--- config.mk ---
export PLATFORM = sky130hd
export DESIGN_NAME = kfls_ram
export DESIGN_NICKNAME = d
export VERILOG_FILES = /design/src/kfls_ram.sv
export SDC_FILE = /design/constraint.sdc
export NUM_CORES = 1
export LEC_CHECK = 0
export ABC_AREA = 1
export BUFFER_PORTS_ARGS = -buffer_cell sky130_fd_sc_hd__buf_2
export CELL_PAD_IN_SITES_DETAIL_PLACEMENT = 1
export CELL_PAD_IN_SITES_GLOBAL_PLACEMENT = 2
export CORE_AREA = 5 5 128 118
export DETAILED_ROUTE_END_ITERATION = 7
export DIE_AREA = 0 0 133 123
export GPL_TIMING_DRIVEN = 0
export PLACE_DENSITY_LB_ADDON = 0.1
export SLEW_MARGIN = 15
export SYNTH_ARGS = -nofsm -noshare
export SYNTH_HDL_FRONTEND = slang
export SYNTH_SLANG_ARGS = --single-unit
--- constraint.sdc ---
create_clock -name clk -period 1.65 [get_ports clk]
set_input_delay 0.165 -clock clk [delete_from_list [all_inputs] [get_ports clk]]
set_output_delay 0.165 -clock clk [all_outputs]
set_load 0.1 [all_outputs]
--- src/kfls_ram.sv ---
module kfls_ram #(
  parameter int WIDTH = 8,
  parameter int DEPTH = 16
) (
  input  logic                     clk,
  input  logic                     we,
  input  logic [$clog2(DEPTH)-1:0] waddr,
  input  logic [WIDTH-1:0]         wdata,
  input  logic                     re,
  input  logic [$clog2(DEPTH)-1:0] raddr,
  output logic [WIDTH-1:0]         rdata
);

  logic [WIDTH-1:0] mem [DEPTH];

  always_ff @(posedge clk) begin
    if (we) begin
      mem[waddr] <= wdata;
    end
    if (re) begin
      rdata <= mem[raddr];
    end
  end

endmodule

==> run metrics <==
Die X 133 µm; cell area after synthesis 5850 µm²; number of buffers inserted by port buffering 23; outcome finished clean; vertical die dimension 123 µm; Starting Density 42.7%; root cell of the clock tree sky130_fd_sc_hd__clkbuf_16; antenna-violating nets left 0; Worst path slowest cell sky130_fd_sc_hd__nor2_1; clock share of power 42.2%; source of the worst hold timing path re; count of buffers added by post-CTS timing repair for setup 0; dominant combinational cell family by area after synthesis simple AND/OR/NAND/NOR gates; total nets after synthesis 570; Final min period 1.36 ns; area share of and/or/nand/nor cells after synthesis 20.8%; detailed-route wire length 16200 µm; RR Startpoint mem[13][1]; required time at the endpoint of the critical path 1.68 ns; most common cell after layout, fill and taps aside sky130_fd_sc_hd__nand2_1; adder-cell share of the synthesized area 0%; core region area 13700 µm²; drt initial violations 268; proportion of power drawn by combinational gates 8.1%; xor/xnor share of the synthesized area 0%; clock tree from TritonCTS yes; total grt overflow 0; I/O pin count 27; maximum number of pins on one net before global-route repair 17; P_int 6.06 mW; endpoint with the worst hold slack rdata[5]; setup repair after global routing missed its margin false; per-cell via count in the routed design 5.04; part of the power in registers 49.7%; global placement routability congestion 0.807; final critical-path share of the clock period 82.3%; antenna diode count 0; switching power share of the total 23.2%; count of distinct cell types in the synthesized netlist 11; post_cts resized 0; layout overhead on the synthesized area 14.2%; total leakage power 2.87 nW; final setup violating endpoints 0; Cell Rows 41; Psw 1.83 mW; number of cells on the worst reg-to-reg path 6; measured slew at the worst slew-check pin 1.08 ns; share of synthesized area occupied by flip-flops and latches 69.8%; crit path capture type flip-flop; number of design rule violations left after detail routing 0; vias in the first global route 4029; clock buffers created by TritonCTS 17; deepest clock path buffer count 2; synthesized area per cell 10.6 µm²; Clock transition at path regs 0.06 ns; number of cells in the finished layout apart from fillers 774; Fill cells 1515; depth of the worst hold-timing path 1; clock network latency to the later pin of the worst-skew pair 0.42 ns; Top Family by Delay on Critical Path simple AND/OR/NAND/NOR gates; worst-path maximum fanout 8; post-synthesis instance total 551; commonest cells after routing, fill and taps aside sky130_fd_sc_hd__nand2_1, sky130_fd_sc_hd__edfxtp_1, sky130_fd_sc_hd__inv_1; wire length of the first global-routing pass 24600 µm; antenna violations before repair 0; number of hold buffers added after CTS 0; nets@finish 612; maximum clock skew at final layout 0.0116 ns; worst r2r dst rdata[1]; worst-case headroom to the max-slew limit 27.9%; CP bufs+invs 1; Pwr Density 1180 nW/µm²; area of the die 16400 µm²; number of clock sinks 136; largest voltage drop on the vdd net 0.676 mV; Initial DRT Pass Iterations 5; Largest stage delay, worst path 0.86 ns; upper clock frequency limit 736 MHz; share of synthesized area spent on multiplexers 0%; overall routing resource usage 21.2%; vias 3898; Final HPWL DP 10900 µm; post-detailed-route wirelength per cell 20.9 µm; crit start category primary input; Max H-tree Level 4; data arrival time of the worst path 1.39 ns; worst hold-check path type primary input to flip-flop; slack of the worst reg-to-reg path 0.45 ns; critical path start-end classification primary input to flip-flop; CP Cell Sequence buf_2, nand3b_1, nor2_1; post-synthesis compound-gate area fraction 0%; number of hold violations in the final report 0; fraction of final layout cells sized beyond drive strength 1 11.5%; Overall Power 7.88 mW; post-synthesis sequential element count 136; number of maximum-capacitance constraint violations 0; cell total after placement 746; Final Slew Violations 0; synth warn 0
-- per-stage QoR --
step | setup slack, ns | utilization, % | cell area [µm²] | hold WS, ns | setup TNS (ns)
6_report | 0.291 | 48.7 | 6680 | 0.112 | 0
4_1_cts | 0.274 | 48.7 | 6680 | 0.0912 | 0
5_1_grt | 0.260 | 48.7 | 6680 | 0.102 | 0
2_1_floorplan | 0.534 | - | 5850 | 0.264 | 0
3_5_place_dp | -0.114 | 45.1 | 6180 | 0.540 | -2.59
3_3_place_gp | -0.0927 | 45.1 | 6180 | 0.533 | -1.56
-- sequential cells by signal (all words and copies together), names as in the netlist --
name / cells
rdata: 8
mem: 128
-- layer usage --
metal / GRT usage, % / up-vias / share of wire, %
li1: - / 1868 / -
met1: 30.0 / 1895 / 47
met2: 32.3 / 109 / 44
met3: 4.23 / 26 / 6.3
met4: 8.70 / 0 / 2.6
met5: 0 / - / 0
-- cell usage after synthesis (all sizes together) --
master / count / area [µm²]
nand2: 173 / 649
edfxtp: 136 / 4080
inv: 102 / 383
nand3: 97 / 485
buf: 24 / 166
nor2: 17 / 63.8
nand3b: 2 / 15.0
-- worst max path at each step --
stage                   from         end  slack (ns)  depth (start not counted)
floorplan           waddr[2]  mem[10][0]        0.53                          2
global placement    waddr[3]   mem[4][0]       -0.09                          3
detailed placement  waddr[3]   mem[4][2]       -0.11                          3
CTS                 rdata[5]    rdata[5]        0.27                          1
global route        rdata[0]    rdata[0]        0.26                          1
finish              waddr[3]   mem[4][0]        0.29                          3
-- layout make-up --
type	count	area, µm²	share of cell area (%)
Sequential cell	136	4080	61.2
Multi-Input combinational cell	289	1210	18.2
Clock buffer	22	444	6.65
Inverter	102	383	5.73
Tap cell	172	215	3.22
Buffer	24	166	2.49
Timing Repair Buffer	23	115	1.72
Clock inverter	6	55.1	0.825
-- power groups by stage --
stage                     clock network, mW  registers (mW)  logic [mW]
final                                  3.33            3.91       0.639
after CTS                              3.39            3.91       0.647
after global routing                   3.53            3.92       0.697
after floorplan                           0            4.10       0.273
after detailed placement                  0            3.99       0.645
after global placement                    0            3.98       0.630
-- logic make-up after synthesis --
group         count (synthesis)
flops                       136
simple gates                289
buf+inv                     126
No activity file was read; power rests on OpenSTA's default activity.
