File: config.mk
export PLATFORM = sky130hd
export DESIGN_NAME = kfls_blend
export DESIGN_NICKNAME = d
export VERILOG_FILES = /design/src/kfls_pkg.sv /design/src/kfls_blend.sv
export SDC_FILE = /design/constraint.sdc
export NUM_CORES = 2
export LEC_CHECK = 0
export BUFFER_PORTS_ARGS = -buffer_cell sky130_fd_sc_hd__clkbuf_2
export CAP_MARGIN = 20
export CELL_PAD_IN_SITES_DETAIL_PLACEMENT = 0
export CELL_PAD_IN_SITES_GLOBAL_PLACEMENT = 1
export CORE_MARGIN = 4
export CORE_UTILIZATION = 40
export CTS_BUF_LIST = sky130_fd_sc_hd__clkbuf_8
export CTS_CLUSTER_SIZE = 10
export DETAILED_ROUTE_END_ITERATION = 16
export PLACE_DENSITY_LB_ADDON = 0.1
export SLEW_MARGIN = 20
export SYNTH_ARGS = -nofsm -noshare
export SYNTH_HDL_FRONTEND = slang
export SYNTH_SLANG_ARGS = --single-unit
File: constraint.sdc
create_clock -name clk -period 8.3 [get_ports clk]
set_clock_uncertainty 0.1 [all_clocks]
set_input_delay 1.66 -clock clk [delete_from_list [all_inputs] [get_ports clk]]
set_output_delay 1.66 -clock clk [all_outputs]
set_load 0.02 [all_outputs]
File: src/kfls_pkg.sv
package kfls_pkg;

  localparam int KFLS_MAX_KEYS = 64;

  localparam int TIME_W     = 32;
  localparam int COMP_W     = 32;
  localparam int NUM_COMP   = 3;
  localparam int VEC_W      = NUM_COMP * COMP_W;
  localparam int ENTRY_W    = TIME_W + VEC_W;
  localparam int IN_DATA_W  = TIME_W + VEC_W;
  localparam int OUT_DATA_W = VEC_W;
  localparam int CMD_W      = 2;
  localparam int STS_W      = 2;
  localparam int WGT_W      = 17;
  localparam int DIV_STEPS  = WGT_W;
  localparam int DIV_CNT_W  = $clog2(DIV_STEPS + 1);
  localparam int COMP_IDX_W = $clog2(NUM_COMP);

  typedef logic [NUM_COMP-1:0][COMP_W-1:0] kfls_vec_t;

  typedef enum logic [CMD_W-1:0] {
    CMD_APPEND = 2'd0,
    CMD_SAMPLE = 2'd1,
    CMD_CLEAR  = 2'd2
  } kfls_cmd_t;

  typedef enum logic [STS_W-1:0] {
    STS_OK    = 2'd0,
    STS_FULL  = 2'd1,
    STS_EMPTY = 2'd2
  } kfls_sts_t;

  typedef enum logic [2:0] {
    ST_IDLE,
    ST_EXEC,
    ST_SCAN,
    ST_DIV,
    ST_BLEND,
    ST_RESP
  } kfls_state_t;

  typedef enum logic [1:0] {
    BL_IDLE,
    BL_SUB,
    BL_MUL,
    BL_ADD
  } kfls_bl_state_t;

  typedef struct packed {
    logic busy;
    logic done;
  } kfls_unit_sts_t;

endpackage

File: src/kfls_blend.sv
// Per component: a + floor((b - a) * w / 2^16), one shared multiplier.
module kfls_blend (
  input  logic                        clk,
  input  logic                        rst_n,
  input  logic                        start,
  input  kfls_pkg::kfls_vec_t         a_vec,
  input  kfls_pkg::kfls_vec_t         b_vec,
  input  logic [kfls_pkg::WGT_W-1:0]  wgt,
  output kfls_pkg::kfls_unit_sts_t    sts,
  output kfls_pkg::kfls_vec_t         res_vec
);

  import kfls_pkg::*;

  localparam logic [COMP_IDX_W-1:0] COMP_LAST = COMP_IDX_W'(NUM_COMP - 1);

  kfls_bl_state_t          state_r, state_nxt;
  logic [COMP_IDX_W-1:0]   comp_r;
  logic                    done_r;

  kfls_vec_t               a_r, b_r, res_r;
  logic [WGT_W-1:0]        wgt_r;
  logic signed [COMP_W:0]  d_r;
  logic signed [COMP_W+WGT_W+1:0] p_r;

  logic ld_sub, ld_mul, ld_add, fin;

  always_comb begin
    state_nxt = state_r;
    case (state_r)
      BL_IDLE: if (start) state_nxt = BL_SUB;
      BL_SUB:  state_nxt = BL_MUL;
      BL_MUL:  state_nxt = BL_ADD;
      BL_ADD:  state_nxt = (comp_r == COMP_LAST) ? BL_IDLE : BL_SUB;
      default: state_nxt = BL_IDLE;
    endcase
  end

  always_comb begin
    ld_sub = 1'b0;
    ld_mul = 1'b0;
    ld_add = 1'b0;
    fin    = 1'b0;
    case (state_r)
      BL_SUB:  ld_sub = 1'b1;
      BL_MUL:  ld_mul = 1'b1;
      BL_ADD: begin
        ld_add = 1'b1;
        fin    = (comp_r == COMP_LAST);
      end
      default: ;
    endcase
  end

  always_ff @(posedge clk) begin
    if (!rst_n) begin
      state_r <= BL_IDLE;
      comp_r  <= '0;
      done_r  <= 1'b0;
    end else begin
      state_r <= state_nxt;
      done_r  <= fin;
      if (state_r == BL_IDLE && start) begin
        comp_r <= '0;
      end else if (ld_add) begin
        comp_r <= comp_r + COMP_IDX_W'(1);
      end
    end
  end

  always_ff @(posedge clk) begin
    if (state_r == BL_IDLE && start) begin
      a_r   <= a_vec;
      b_r   <= b_vec;
      wgt_r <= wgt;
    end
    if (ld_sub) begin
      d_r <= $signed({b_r[comp_r][COMP_W-1], b_r[comp_r]})
           - $signed({a_r[comp_r][COMP_W-1], a_r[comp_r]});
    end
    if (ld_mul) begin
      p_r <= d_r * $signed({1'b0, wgt_r});
    end
    if (ld_add) begin
      res_r[comp_r] <= a_r[comp_r] + p_r[COMP_W+15:16];
    end
  end

  assign sts     = '{busy: (state_r != BL_IDLE), done: done_r};
  assign res_vec = res_r;

endmodule

==> run_results.csv <==
group,metric,value,unit
layout,final-seq-area,11200,µm²
timing,rsz0062_at_grt,"false",
clock_network,cts_root_buf,"clkbuf_8",
min_path,hp-start,"state_r[1]",
die,num_rows,107,
setup_path,start_kind,"register",
timing,post-route-period-util,93.1,%
grt,grt_pass1_wl,157000,µm
clock_network,cts_resized,0,
grt,grt_max_degree,155,
setup_path,path_common_cell,"fa_1",
drt,initialDrtViolationCount,1211,
synthesis,synthArstFlopShare,0,%
timing,slew_violations,0,
setup_path,required,8620,ps
timing,max_freq,129,MHz
synthesis,ys_ff_latch,375,
layout,nets,4361,
synthesis,syn-num-nets,4042,
synthesis,avgSynthCellArea,11.0,µm²
timing,fin_crit,7730,ps
clock_network,clock_path_buffers,3,
drt,wl,102000,µm
clock_network,clk_latency,680,ps
die,initial_core_util,40.4,%
die,die_y,301,µm
place,gp_congestion,0.873,
die,die-area,90700,µm²
setup_path,critical-path-max-stage-delay,670,ps
drt,first_pass_iters,5,
outcome,status,"finished, final reports clean",
setup_path,reg2reg_from,"d_r[10]",
layout,multi_input_area,20300,µm²
layout,final_cell_mix,"664 x inv_1, 516 x fa_1, 370 x edfxtp_1",
timing,final_hold_viol_count,0,
min_path,hold_class,"register to register",
clock_network,cts-hold-fix-buffers,0,
timing,setup_viol,0,
timing,fin_setup_tns,0,ps
place,hpwl,81500,µm
grt,grt_use_total,23.1,%
drt,wire_per_inst,22.0,µm
layout,drive_gt1_share,13.5,%
clock_network,clkSinkCount,375,
synthesis,yosysUniqueCellTypes,72,
synthesis,synth_edf_count,370,
setup_path,critPathMaxFanout,17,
layout,layout.cells.most_common,"inv_1",
drt,drc,0,
grt,gr-total-overflow,0,
setup_path,crit_type,"register to register",
synthesis,ys_warn_count,0,
synthesis,syn_area,34400,µm²
die,die_x,301,µm
clock_network,clk_pin_slew,60,ps
clock_network,post-cts-setup-buffers,0,
drt,ant_nets,0,
setup_path,crit_path_top_delay_cell,"o311ai_0",
setup_path,cp.arrival,8040,ps
synthesis,synth-seq-area-share,32.6,%
grt,antenna_found_initial,13,
timing,slew_headroom,18.2,%
place,port_buffers,309,
layout,fillers,8201,
die,core,85100,µm²
timing,worst_pin_slew,1230,ps
setup_path,startpoint,"d_r[10]",
flow_run,cap_viol_max_count,0,
setup_path,worstPathCellList,"and2_1 -> fa_1 -> inv_1 -> fa_1 -> fa_1 -> fa_1 -> inv_1 -> fa_1 -> fa_1 -> ha_1 -> a21oi_1 -> nand2_1 -> o31ai_1 -> o211ai_1 -> o311ai_0 -> and3_1 -> a21oi_1 -> a21o_1 -> a21oi_1 -> o32ai_1",
drt,vias,23200,
clock_network,cts_inserted_buffers,69,
clock_network,htree_levels,3,
clock_network,cts_tree,"yes",
drt,vias_per_cell,4.98,
synthesis,synthCells,3133,
synthesis,synth_ff_type,"edfxtp_1",
setup_path,critPathCaptureType,"register",
grt,grt_pass1_vias,25900,
die,ios,310,
layout,area_growth,12.6,%
-- synthesized netlist by cell type, types with 2 or more instances --
master	instances	area, µm²
nand4_1	6	37.5
xnor2_1	73	639
o311ai_0	3	26.3
o2111ai_1	2	17.5
o31a_1	6	52.6
o31ai_1	3	22.5
o211ai_1	10	75.1
a31oi_1	5	31.3
and2_2	2	15.0
and3_1	15	93.8
fa_1	516	10300
o21a_1	15	113
a211oi_1	13	97.6
or2_2	2	12.5
nand2b_1	12	75.1
ha_1	181	2260
nor2b_1	16	100
inv_1	649	2440
mux2i_1	66	661
o21bai_1	11	82.6
a211o_1	4	35.0
xor2_1	31	272
a311oi_2	2	30.0
o21ai_1	2	10.0
nand3_1	22	110
buf_2	2	10.0
nand2_1	314	1180
nor3_1	11	55.1
a21o_1	33	248
clkbuf_1	103	387
a2111oi_0	2	17.5
a21oi_1	103	515
a311o_1	2	20.0
edfxtp_1	370	11100
o21ai_0	70	350
buf_1	3	11.3
a31o_2	4	35.0
dfxtp_1	5	100
and4_1	3	26.3
or3_1	5	31.3
a21oi_2	2	17.5
and2_1	321	2010
nor2_1	84	315
-- worst max-delay path, delay by kind of cell (launching register included) --
family,cells,cell delay [ps]
adder cells (fa/ha/maj),7,3370
AO/OA/AOI/OAI,8,2570
buffers and inverters,2,110
flip-flops,1,630
AND/OR/NAND/NOR,3,700
-- state kept, by name, indices dropped and copies added, names as in the netlist --
| signal | flops |
|---|---|
| a_r | 96 |
| b_r | 96 |
| res_vec | 96 |
| d_r | 33 |
| p_r | 32 |
| wgt_r | 17 |
| comp_r | 2 |
| state_r | 2 |
| done_r | 1 |
-- path summary, 6_finish.rpt --
path	to	slack (ps)	depth (start not counted)
min reg2reg	state_r[1]	480	2
max reg2reg	p_r[44]	570	20
min	state_r[1]	480	2
max	p_r[44]	570	20
-- kinds of logic after synthesis --
group                    share of synthesized area [%]
AND/OR/NAND/NOR                                   12.0
buffers and inverters                             8.30
adder cells (fa/ha/maj)                           36.6
flip-flops                                        32.6
AO/OA/AOI/OAI                                     5.86
XOR/XNOR                                          2.65
multiplexers                                      1.92
-- per-layer routing --
layer  global-route usage, %  part of all wire, %  wire length, µm
met3                    4.75                  5.8             5930
met4                    8.67                  4.0             4070
met5                       0                0.040               41
met1                    29.3                   41            41700
met2                    39.2                   49            50500
-- per-stage QoR --
| step | util, % | instance area, µm² | hold slack [ps] | setup slack [ps] | instances |
|---|---|---|---|---|---|
| floorplan | - | 34400 | 430 | 1210 | 3133 |
| global placement | 43.8 | 37300 | 454 | 614 | 4525 |
| detailed placement | 43.8 | 37300 | 478 | 553 | 4525 |
| CTS | 45.4 | 38700 | 488 | 518 | 4647 |
| global route | 45.4 | 38700 | 514 | 170 | 4653 |
| finish | 45.5 | 38700 | 485 | 572 | 4657 |
-- layout make-up --
| class | instances | share of cell area, % |
|---|---|---|
| inverters | 649 | 6.29 |
| clock inverters | 53 | 1.06 |
| flip-flops and latches | 375 | 29.0 |
| multi-input cells | 2000 | 52.5 |
| clock buffers | 69 | 2.45 |
| repair buffers | 357 | 4.96 |
| well taps | 1144 | 3.70 |
| diodes | 10 | 0.0646 |
Power is not shown: default switching activity piles up to over one toggle a cycle in this logic, so the estimate is an artifact.
