[src/kfls_pkg.sv]
package kfls_pkg;

  localparam int KFLS_MAX_KEYS = 64;

  localparam int TIME_W     = 32;
  localparam int COMP_W     = 32;
  localparam int NUM_COMP   = 3;
  localparam int VEC_W      = NUM_COMP * COMP_W;
  localparam int ENTRY_W    = TIME_W + VEC_W;
  localparam int IN_DATA_W  = TIME_W + VEC_W;
  localparam int OUT_DATA_W = VEC_W;
  localparam int CMD_W      = 2;
  localparam int STS_W      = 2;
  localparam int WGT_W      = 17;
  localparam int DIV_STEPS  = WGT_W;
  localparam int DIV_CNT_W  = $clog2(DIV_STEPS + 1);
  localparam int COMP_IDX_W = $clog2(NUM_COMP);

  typedef logic [NUM_COMP-1:0][COMP_W-1:0] kfls_vec_t;

  typedef enum logic [CMD_W-1:0] {
    CMD_APPEND = 2'd0,
    CMD_SAMPLE = 2'd1,
    CMD_CLEAR  = 2'd2
  } kfls_cmd_t;

  typedef enum logic [STS_W-1:0] {
    STS_OK    = 2'd0,
    STS_FULL  = 2'd1,
    STS_EMPTY = 2'd2
  } kfls_sts_t;

  typedef enum logic [2:0] {
    ST_IDLE,
    ST_EXEC,
    ST_SCAN,
    ST_DIV,
    ST_BLEND,
    ST_RESP
  } kfls_state_t;

  typedef enum logic [1:0] {
    BL_IDLE,
    BL_SUB,
    BL_MUL,
    BL_ADD
  } kfls_bl_state_t;

  typedef struct packed {
    logic busy;
    logic done;
  } kfls_unit_sts_t;

endpackage

[src/kfls_div.sv]
// Restoring divider, one quotient bit per cycle: quo = (diff << 16) / span.
// Expects diff <= span; span of zero gives zero.
module kfls_div (
  input  logic                          clk,
  input  logic                          rst_n,
  input  logic                          start,
  input  logic [kfls_pkg::TIME_W-1:0]   diff,
  input  logic [kfls_pkg::TIME_W-1:0]   span,
  output kfls_pkg::kfls_unit_sts_t      sts,
  output logic [kfls_pkg::WGT_W-1:0]    quo
);

  import kfls_pkg::*;

  logic                 busy_r;
  logic                 done_r;
  logic [DIV_CNT_W-1:0] cnt_r;
  logic [TIME_W:0]      rem_r;
  logic [TIME_W-1:0]    span_r;
  logic [WGT_W-1:0]     quo_r;

  logic                 ge;
  logic [TIME_W:0]      sub;
  logic [TIME_W-1:0]    rem_keep;

  always_comb begin
    ge       = (rem_r >= {1'b0, span_r});
    sub      = rem_r - {1'b0, span_r};
    rem_keep = ge ? sub[TIME_W-1:0] : rem_r[TIME_W-1:0];
  end

  always_ff @(posedge clk) begin
    if (!rst_n) begin
      busy_r <= 1'b0;
      done_r <= 1'b0;
      cnt_r  <= '0;
    end else begin
      done_r <= 1'b0;
      if (start) begin
        cnt_r  <= DIV_CNT_W'(DIV_STEPS);
        busy_r <= (span != '0);
        done_r <= (span == '0);
      end else if (busy_r) begin
        cnt_r <= cnt_r - DIV_CNT_W'(1);
        if (cnt_r == DIV_CNT_W'(1)) begin
          busy_r <= 1'b0;
          done_r <= 1'b1;
        end
      end
    end
  end

  always_ff @(posedge clk) begin
    if (start) begin
      span_r <= span;
      rem_r  <= {1'b0, diff};
      quo_r  <= '0;
    end else if (busy_r) begin
      rem_r <= {rem_keep, 1'b0};
      quo_r <= {quo_r[WGT_W-2:0], ge};
    end
  end

  assign sts = '{busy: busy_r, done: done_r};
  assign quo = quo_r;

endmodule

[config.mk]
export PLATFORM = sky130hd
export DESIGN_NAME = kfls_div
export DESIGN_NICKNAME = d
export VERILOG_FILES = /design/src/kfls_pkg.sv /design/src/kfls_div.sv
export SDC_FILE = /design/constraint.sdc
export NUM_CORES = 1
export LEC_CHECK = 0
export CORE_UTILIZATION = 50
export CTS_CLUSTER_SIZE = 24
export DETAILED_ROUTE_END_ITERATION = 10
export DONT_BUFFER_PORTS = 1
export GPL_TIMING_DRIVEN = 0
export PLACE_DENSITY = 0.75
export SYNTH_ARGS = -nofsm -noshare
export SYNTH_HDL_FRONTEND = slang
export SYNTH_SLANG_ARGS = --single-unit
export TNS_END_PERCENT = 5
[constraint.sdc]
create_clock -name clk -period 4.2 [get_ports clk]
set_input_delay 0.84 -clock clk [delete_from_list [all_inputs] [get_ports clk]]
set_output_delay 0.84 -clock clk [all_outputs]
set_load 0.02 [all_outputs]
==> results.md, run 1 <==
- Post-synth EDFFs: 64
- Syn nets: 681
- Endpoints failing hold: 0
- Ys Warns: 0
- Setup tns final: 0 ps
- Crit path max fanout: 10
- N_diodes: 0
- Insertion delay to the later sink of the worst-skew pair: 350 ps
- Post-detail-place hpwl: 10600 um
- # IOs: 86
- Worst hold slack: 503 ps
- Die outline height: 109 um
- First-pass GRT wire length: 22600 um
- Top_reg_cell synth: edfxtp_1
- Slew @ Worst Pin: 734 ps
- Hold Path Class: reg -> reg
- Power density over the cells: 679 nW/um^2
- # resized after CTS: 0
- Total number of vias: 4532
- NumNets Final: 693
- Async SR Flop Fraction: 0
- Synthesized flop and latch total: 89
- Clock buffer depth: 2
- Fmax: 0.290 GHz
- Required time worst endpoint: 4290 ps
- Die area: 11900 um^2
- Post-layout min period: 3440 ps
- Vias in the first global route: 4425
- TritonCTS sink count: 89
- Pre-CTS setup slack: 725 ps
- Starting Density: 0.520
- Synth area leaders: edfxtp_1 (33%), dfxtp_1 (8.7%), ha_1 (7.4%)
- CP Class: reg -> reg
- Final Skew: 11.4 ps
- Vias/cell: 6.16
- Post-synth top area cell: edfxtp_1
- Cells after synthesis: 579
- Worst setup margin: 756 ps
- Hold bufs inserted after CTS: 0
- Postcts setup bufs: 0
- CTS Root Cell: clkbuf_16
- Share of layout cells above drive strength 1: 0.0973
- Drt pass-1 iters: 5
- Placed cell areas: 5910 um^2
- Core ar.: 11000 um^2
- DIE WIDTH: 109 um
- Gpl congestion: 0.937
- Post-synthesis sequential area ratio: 0.422
- DR DRC count: 0
- WL final: 14600 um
- Initial antenna violation count: 0
- CTS tree: built
- CP endpoint kind: register
- Syn-to-layout area delta: 8.74%
- Syn avg cell area: 9.91 um^2
- # H-tree levels: 3
- Max VDD drop: 0.297 mV
- GRT Overall Usage: 0.255
- GR Overflow Total: 0
- RSZ-0062 raised after global routing: false
- Unique cell type count in the Yosys netlist: 68
- WL per Instance: 19.8 um
- Yosys top cell area share: 0.335
- Period utilization: 0.820
- Run status: finished, final reports clean
- PortBufs: 0
- Cts bufs inserted: 9
- Max_slew headroom: 0.506
- Row Count: 38
- Register clock-pin slew on the reported worst setup and hold paths: 70 ps
- Max Cap Viol: 0
- DR iter-0 viols: 371
- Static leakage: 2.50 nW
- Largest net degree at the start of global routing: 36
- Slew Limit Fails: 0
- Design Area, Final: 6240 um^2
- Setup-failing EPs final: 0
- Crit path DAT: 3530 ps
- Synthesized area: 5740 um^2
- Filler Cells Inserted: 1003
- Final ANT Viol Nets: 0
- Crit path launch type: register
area by class of cell:
| class | count | area, um^2 | share of cell area |
|---|---|---|---|
| plain buffers | 24 | 129 | 0.0206 |
| repair buffers | 1 | 27.5 | 0.00441 |
| clock inverters | 7 | 73.8 | 0.0118 |
| multi-input cells | 419 | 3010 | 0.483 |
| clock buffers | 9 | 225 | 0.0361 |
| inverters | 47 | 176 | 0.0283 |
| flip-flops and latches | 89 | 2420 | 0.388 |
| well taps | 140 | 175 | 0.0281 |
final timing paths:
check / startpoint / to / slack, ps / depth (start not counted)
min: cnt_r[1] / cnt_r[1] / 500 / 2
min reg2reg: cnt_r[1] / cnt_r[1] / 500 / 2
max reg2reg: rem_r[1] / rem_r[21] / 760 / 10
max: rem_r[1] / rem_r[21] / 760 / 10
per-stage QoR:
stage | utilization | total power, mW | cells
global route | 0.566 | 4.48 | 736
detailed placement | 0.536 | 3.37 | 719
CTS | 0.563 | 4.19 | 735
finish | 0.566 | 4.24 | 736
floorplan | - | 2.89 | 579
global placement | 0.536 | 3.33 | 719
cell usage in the layout (no fill, tap or decap), types with 5 or more instances in the layout:
cell type,synthesis,final
a21o_1,19,19
a21oi_1,47,47
and2_1,7,7
and3_1,6,6
and4_1,6,6
clkbuf_1,13,13
clkbuf_16,0,9
dfxtp_1,25,25
edfxtp_1,64,64
ha_1,34,34
inv_1,47,46
mux2_2,18,18
mux2i_1,20,20
nand2_1,26,26
nand3_1,13,13
nor2_1,49,49
nor2b_1,12,12
nor3_1,13,13
nor3b_1,5,5
nor4_1,14,14
o21a_1,8,8
o21ai_0,25,25
or3_1,5,5
xnor2_1,14,14
xor2_1,9,9
logic make-up after synthesis:
group,count (synthesis),synth area share
buffers and inverters,71,0.0532
DFF,89,0.422
and+or+nand+nor,181,0.174
muxes,40,0.0754
adders and majority gates,35,0.0776
xor gates and xnor gates,23,0.0351
AOI/OAI and AO/OA,140,0.163
critical path, stage by stage (launching register included):
cell and delay, ps:
edfxtp_1 440, ha_1 320, nor2b_1 170, o2111ai_1 150
a21oi_1 520, nor4_4 110, o211ai_4 310, nand2_1 350
buf_2 360, a2111oi_0 330, nor3b_1 110
sequential cells by signal, summed over array words and instances (netlist names):
signal,count
span_r,32
cnt_r,5
busy_r,1
quo,17
done_r,1
rem_r,33
routing by layer:
metal  track usage  part of all wire
met1         0.331              0.42
met2         0.415              0.47
met3        0.0508             0.088
met4         0.105             0.026
met5             0                 0
cell usage after synthesis, drive strengths merged, types with 8 or more instances:
cell type	number
xor2	9
mux2	20
and2	8
clkbuf	13
buf	11
mux2i	20
o21a	8
o21ai	28
nor3	13
a21oi	48
nor4	15
nor2b	12
edfxtp	64
xnor2	14
nand2	26
inv	47
a21o	19
dfxtp	25
nor2	49
ha	34
nand3	13
where the power goes:
group          total [mW]  internal (mW)  switching (mW)
clock network       0.805          0.420           0.385
logic                2.18          0.924            1.25
registers            1.25           1.16          0.0984
No activity file was read; power rests on OpenSTA's default activity.
==> inputs of run 2 (changes only) <==
--- a/config.mk
+++ b/config.mk
@@ -5,12 +5,13 @@
 export SDC_FILE = /design/constraint.sdc
 export NUM_CORES = 1
 export LEC_CHECK = 0
+export ABC_AREA = 1
 export CORE_UTILIZATION = 50
 export CTS_CLUSTER_SIZE = 24
 export DETAILED_ROUTE_END_ITERATION = 10
 export DONT_BUFFER_PORTS = 1
 export GPL_TIMING_DRIVEN = 0
-export PLACE_DENSITY = 0.75
+export PLACE_DENSITY = 0.78
 export SYNTH_ARGS = -nofsm -noshare
 export SYNTH_HDL_FRONTEND = slang
 export SYNTH_SLANG_ARGS = --single-unit
==> constraint.sdc (replaced) <==
create_clock -name clk -period 2.9 [get_ports clk]
set_input_delay 0.58 -clock clk [delete_from_list [all_inputs] [get_ports clk]]
set_output_delay 0.58 -clock clk [all_outputs]
set_load 0.02 [all_outputs]
==> results.md, run 2 <==
- Run status: finished, final reports clean
- Row Count: 41 (+7.9%)
- TritonCTS sink count: 89 (unchanged)
- Ys Warns: 0 (unchanged)
- Async SR Flop Fraction: 0 (unchanged)
- Slew Limit Fails: 0 (unchanged)
- Hold Path Class: in -> reg
- Largest net degree at the start of global routing: 42 (+17%)
- Post-layout min period: 2600 ps (-841 ps)
- Biggest register: rem_r
- Insertion delay to the later sink of the worst-skew pair: 350 ps (about the same)
- CP endpoint kind: register
- Design Area, Final: 6960 um^2 (+11%)
- GR Overflow Total: 0 (unchanged)
- Syn avg cell area: 7.03 um^2 (-29%)
- NumNets Final: 1026 (+48%)
- Synth area leaders: edfxtp_1 (30%), nand2_1 (20%), inv_1 (9.7%)
- # IOs: 86 (unchanged)
- Slew @ Worst Pin: 932 ps (+198 ps)
- Unique cell type count in the Yosys netlist: 43 (-37%)
- DIE WIDTH: 115 um (+5.6%)
- Period utilization: 0.897 (+0.0775)
- WL final: 16000 um (+10%)
- Share of layout cells above drive strength 1: 0.0495 (-0.0478)
- Crit path max fanout: 10 (unchanged)
- # H-tree levels: 3 (unchanged)
- Max VDD drop: 0.447 mV (+50%)
- CTS Root Cell: clkbuf_16
- R2R depth: 12 (+2)
- Register clock-pin slew on the reported worst setup and hold paths: 60 ps (about the same)
- R2R Path End: rem_r[1]
- Power density over the cells: 725 nW/um^2 (+6.8%)
- Core ar.: 12600 um^2 (+14%)
- Most common cell in the netlist: nand2_1
- Clock buffer depth: 2 (unchanged)
- Setup-failing EPs final: 0 (unchanged)
- Power Total: 5.04 mW (+19%)
- Launching point of the worst reg2reg path: rem_r[27]
- Synthesized flop and latch total: 89 (unchanged)
- Wire length on met1: 7200 um (+18%)
- FF-to-FF setup slack: 300 ps (-460 ps)
- N_diodes: 0 (unchanged)
- Post-detail-place hpwl: 12800 um (+20%)
- Met3 WL: 975 um (-24%)
- Starting Density: 0.511 (-0.00970)
- Max layer used: met4
- Commonest non-fill, non-tap cell in the layout: nand2_1
- RSZ-0062 raised after global routing: false
- Die area: 13300 um^2 (+12%)
- Final ANT Viol Nets: 0 (unchanged)
- Final Skew: 9.76 ps (-1.62 ps)
- Cts bufs inserted: 9 (unchanged)
- Endpoints failing hold: 0 (unchanged)
- Total number of vias: 5624 (+24%)
- CP Class: reg -> reg
- Gpl congestion: 0.929 (-0.79%)
- Post-synth top area cell: edfxtp_1
- Most frequent cells after synthesis: nand2_1 (348), inv_1 (165), edfxtp_1 (64)
- DR iter-0 viols: 335 (-9.7%)
- Placed cell areas: 6630 um^2 (+12%)
- Required time worst endpoint: 3000 ps (-1290 ps)
- Synthesized area: 6420 um^2 (+12%)
- Post-synthesis sequential area ratio: 0.377 (-0.0446)
- Most frequent cells in the layout: nand2_1 (348), inv_1 (165), edfxtp_1 (64)
- Syn-to-layout area delta: 8.38%
- Max reg flops: 33 (unchanged)
- WL per Instance: 14.6 um (-26%)
- Layout Utilization: 0.553 (-0.0124)
- Drt pass-1 iters: 5 (unchanged)
- Crit path launch type: register
- Postcts setup bufs: 0 (unchanged)
- Static leakage: 3.52 nW (+41%)
- Max Cap Viol: 0 (unchanged)
- Crit path DAT: 2710 ps (-820 ps)
- Post-synth EDFFs: 64 (unchanged)
- Syn nets: 1015 (+49%)
- Cells after synthesis: 913 (+58%)
- Hold bufs inserted after CTS: 0 (unchanged)
- Fmax: 0.384 GHz (+32%)
- First-pass GRT wire length: 26200 um (+16%)
- Yosys top cell area share: 0.299 (-0.0354)
- PortBufs: 0 (unchanged)
- Vias/cell: 5.11 (-17%)
- Max_slew headroom: 0.379 (-0.128)
- Last element of the critical path: rem_r[1]
- CTS tree: built
- Met2 routed WL: 7280 um (+6.9%)
- Top_reg_cell synth: edfxtp_1
- Initial antenna violation count: 0 (unchanged)
- Die outline height: 115 um (+5.6%)
- GRT Overall Usage: 0.261 (+0.00531)
- Vias in the first global route: 5490 (+24%)
- DR DRC count: 0 (unchanged)
- # resized after CTS: 0 (unchanged)
- Crit. Startpoint: rem_r[27]
run 2: cell count changes after synthesis, sizes merged, moves of 20 or more:
cell    before  now
o21ai       28    4
mux2        20    0
a21oi       48   24
inv         47  170
nand2       26  352
nand3       13   56
nand3b       0   42
mux2i       20    0
run 2: per-layer routing:
layer / global-route usage / vias up
met5: 0 / -
met4: 0.126 / 0
met3: 0.0474 / 35
met2: 0.425 / 178
met1: 0.334 / 2526
li1: - / 2885
run 2: worst min-delay path by stage:
stage | from | to | cells after the start
floorplan | rem_r[32] | rem_r[32] | 2
global placement | rem_r[32] | rem_r[32] | 2
CTS | span[21] | span_r[21] | 0
detailed placement | rem_r[32] | rem_r[32] | 2
global route | span[21] | span_r[21] | 0
finish | span[21] | span_r[21] | 0
run 2: logic make-up after synthesis:
family	after synthesis	share of synthesized area
simple gates	531	0.368
flops	89	0.377
fa+ha+maj	35	0.0694
buf+inv	194	0.121
compound gates	48	0.0421
xor+xnor	16	0.0218
run 2: stage by stage:
step	std cells	hold WS [ps]	TNS [ps]	setup slack [ps]
floorplan	913	433	0	463
CTS	1101	318	0	297
finish	1101	327	0	297
global placement	1085	458	-9950	-265
global route	1101	313	0	177
detailed placement	1085	465	0	320
run 2: cell type report:
class	count	area, um^2
tap	172	215
clock inverter	4	53.8
clock buffer	12	268
sequential	89	2420
multi-input combinational	630	3220
buffer	21	131
inverter	173	649
fill	1185	5610
run 2: report_power, final:
part           internal [mW]  switching, mW  leakage, nW
clock network          0.751          0.496        0.159
logic                  0.785           1.37         2.52
registers               1.56         0.0876        0.841
run 2: worst max-delay path: stages (launching register included):
cell and delay, ps:
edfxtp_1 430, ha_1 410, nand2_1 180, nor2_1 80, inv_1 180, nor2_8 70
nand2_2 60, nand3_2 70, nor2_4 280, buf_4 240, nand3_1 170, nand3_1 130
nand2_1 50
==> inputs of run 3 (changes only) <==
--- a/config.mk
+++ b/config.mk
@@ -7,6 +7,7 @@
 export LEC_CHECK = 0
 export ABC_AREA = 1
 export CORE_UTILIZATION = 50
+export CTS_BUF_LIST = sky130_fd_sc_hd__clkbuf_16
 export CTS_CLUSTER_SIZE = 24
 export DETAILED_ROUTE_END_ITERATION = 10
 export DONT_BUFFER_PORTS = 1
==> results.md, run 3 (synthesis results as in run 2) <==
- RSZ-0062 raised after global routing: false
- CP max-delay cell: edfxtp_1
- Power density over the cells: 722 nW/um^2 (-0.45%)
- Max stage delay on crit path: 430 ps (about the same)
- Core ar.: 12600 um^2 (unchanged)
- Register clock-pin slew on the reported worst setup and hold paths: 60 ps (about the same)
- Slew Limit Fails: 0 (unchanged)
- Crit. Startpoint: rem_r[27]
- Biggest register: rem_r
- Post-layout min period: 2610 ps (+5.65 ps)
- Setup tns final: 0 ps (unchanged)
- Filler Cells Inserted: 1187 (+0.17%)
- CP endpoint kind: register
- TritonCTS sink count: 89 (unchanged)
- Slew @ Worst Pin: 926 ps (-6.01 ps)
- Total number of vias: 5625 (+0.018%)
- Switch Pwr: 1.95 mW (about the same)
- CTS Root Cell: clkbuf_16
- Post-detail-place hpwl: 12800 um (unchanged)
- Crit path launch type: register
- Fin cells: 1101 (unchanged)
- Max reg flops: 33 (unchanged)
- CP bufs+invs: 2 (unchanged)
- R2R depth: 12 (unchanged)
- CP top delay family: simple AND/OR/NAND/NOR gates
- Hold Path Class: in -> reg
- Fmax: 0.383 GHz (-0.22%)
- Switching share of total power: 0.389 (+0.00231)
- Vias in the first global route: 5490 (unchanged)
- Setup-failing EPs final: 0 (unchanged)
- Cell total after placement: 1085 (unchanged)
- Die outline height: 115 um (unchanged)
- Hold Path Stages: 0 (unchanged)
- CP Class: reg -> reg
- Cts bufs inserted: 9 (unchanged)
- Critical path cell sequence: ha_1 > nand2_1 > nor2_1 > inv_1 > nor2_8 > nand2_2 > nand3_2 > nor2_4 > buf_4 > nand3_1 > nand3_1 > nand2_1
- Worst setup margin: 292 ps (-5.65 ps)
- Combinational share of power: 0.429 (+0.002)
- Row Count: 41 (unchanged)
- CTS tree: built
- Final ANT Viol Nets: 0 (unchanged)
- Starting Density: 0.511 (unchanged)
- DR DRC count: 0 (unchanged)
- GR Overflow Total: 0 (unchanged)
- Syn-to-layout area delta: 8.23%
- P_int: 3.06 mW (-0.97%)
- Max_slew headroom: 0.383 (+0.00401)
- Crit path max fanout: 10 (unchanged)
- # IOs: 86 (unchanged)
- Pre-CTS setup slack: 320 ps (unchanged)
- Final Skew: 8.40 ps (-1.36 ps)
- Launching point of the worst reg2reg path: rem_r[27]
- # resized after CTS: 0 (unchanged)
- Die area: 13300 um^2 (unchanged)
- DR iter-0 viols: 335 (unchanged)
- Max VDD drop: 0.446 mV (-0.32%)
- Most frequent cells in the layout: nand2_1 (348), inv_1 (166), edfxtp_1 (64)
- WL final: 16000 um (about the same)
- Required time worst endpoint: 3000 ps (about the same)
- N_diodes: 0 (unchanged)
- Postcts setup bufs: 0 (unchanged)
- Hold bufs inserted after CTS: 0 (unchanged)
- NumNets Final: 1026 (unchanged)
- Gpl congestion: 0.929 (unchanged)
- Clock network power share: 0.243 (-0.004)
- DIE WIDTH: 115 um (unchanged)
- Drt pass-1 iters: 5 (unchanged)
- Vias/cell: 5.11 (about the same)
- Commonest non-fill, non-tap cell in the layout: nand2_1
- Share of layout cells above drive strength 1: 0.0484 (-0.00108)
- Largest net degree at the start of global routing: 42 (unchanged)
- Initial antenna violation count: 0 (unchanged)
- Share of power burned in registers: 0.328 (+0.002)
- Placed cell areas: 6630 um^2 (unchanged)
- Static leakage: 3.52 nW (about the same)
- PortBufs: 0 (unchanged)
- WP depth: 12 (unchanged)
- Period utilization: 0.899 (+0.00195)
- Hold Startpoint: span[21]
- WL per Instance: 14.6 um (about the same)
- Insertion delay to the later sink of the worst-skew pair: 350 ps (about the same)
- Run status: finished, final reports clean
- # H-tree levels: 3 (unchanged)
- Endpoints failing hold: 0 (unchanged)
- Max Cap Viol: 0 (unchanged)
- Design Area, Final: 6950 um^2 (-0.14%)
- First-pass GRT wire length: 26200 um (unchanged)
- GRT Overall Usage: 0.261 (unchanged)
- Clock buffer depth: 2 (unchanged)
- Crit path DAT: 2710 ps (about the same)
[run 3: final timing paths]
check                             endpoint  slack (ps)
worst max-delay path              rem_r[1]         290
worst min register to register   rem_r[32]         470
worst max register to register    rem_r[1]         290
worst min-delay path            span_r[21]         330
[run 3: final cells by class]
| type | count | area, um^2 | area share |
|---|---|---|---|
| Multi-Input combinational cell | 630 | 3220 | 0.463 |
| Buffer | 21 | 131 | 0.0189 |
| Tap cell | 172 | 215 | 0.0310 |
| Inverter | 173 | 649 | 0.0935 |
| Clock inverter | 6 | 61.3 | 0.00883 |
| Clock buffer | 10 | 250 | 0.0360 |
| Sequential cell | 89 | 2420 | 0.349 |
[run 3: layer usage]
metal / global-route usage / wire length [um]
met4: 0.126 / 564
met3: 0.0474 / 973
met5: 0 / 0
met1: 0.334 / 7200
met2: 0.425 / 7290
[run 3: power by group through the flow]
stage / logic [mW] / clock network, mW / registers (mW)
2_1_floorplan: 1.66 / 0 / 1.63
3_3_place_gp: 2.08 / 0 / 1.66
3_5_place_dp: 2.11 / 0 / 1.67
4_1_cts: 2.13 / 1.23 / 1.64
5_1_grt: 2.44 / 1.27 / 1.66
6_report: 2.15 / 1.22 / 1.64
[run 3: metrics by stage]
| stage | util | hold WS (ps) | power (mW) |
|---|---|---|---|
| after floorplan | - | 433 | 3.29 |
| final | 0.553 | 328 | 5.01 |
| after global routing | 0.553 | 313 | 5.37 |
| after CTS | 0.553 | 318 | 5.00 |
| after detailed placement | 0.528 | 465 | 3.78 |
| after global placement | 0.528 | 458 | 3.74 |
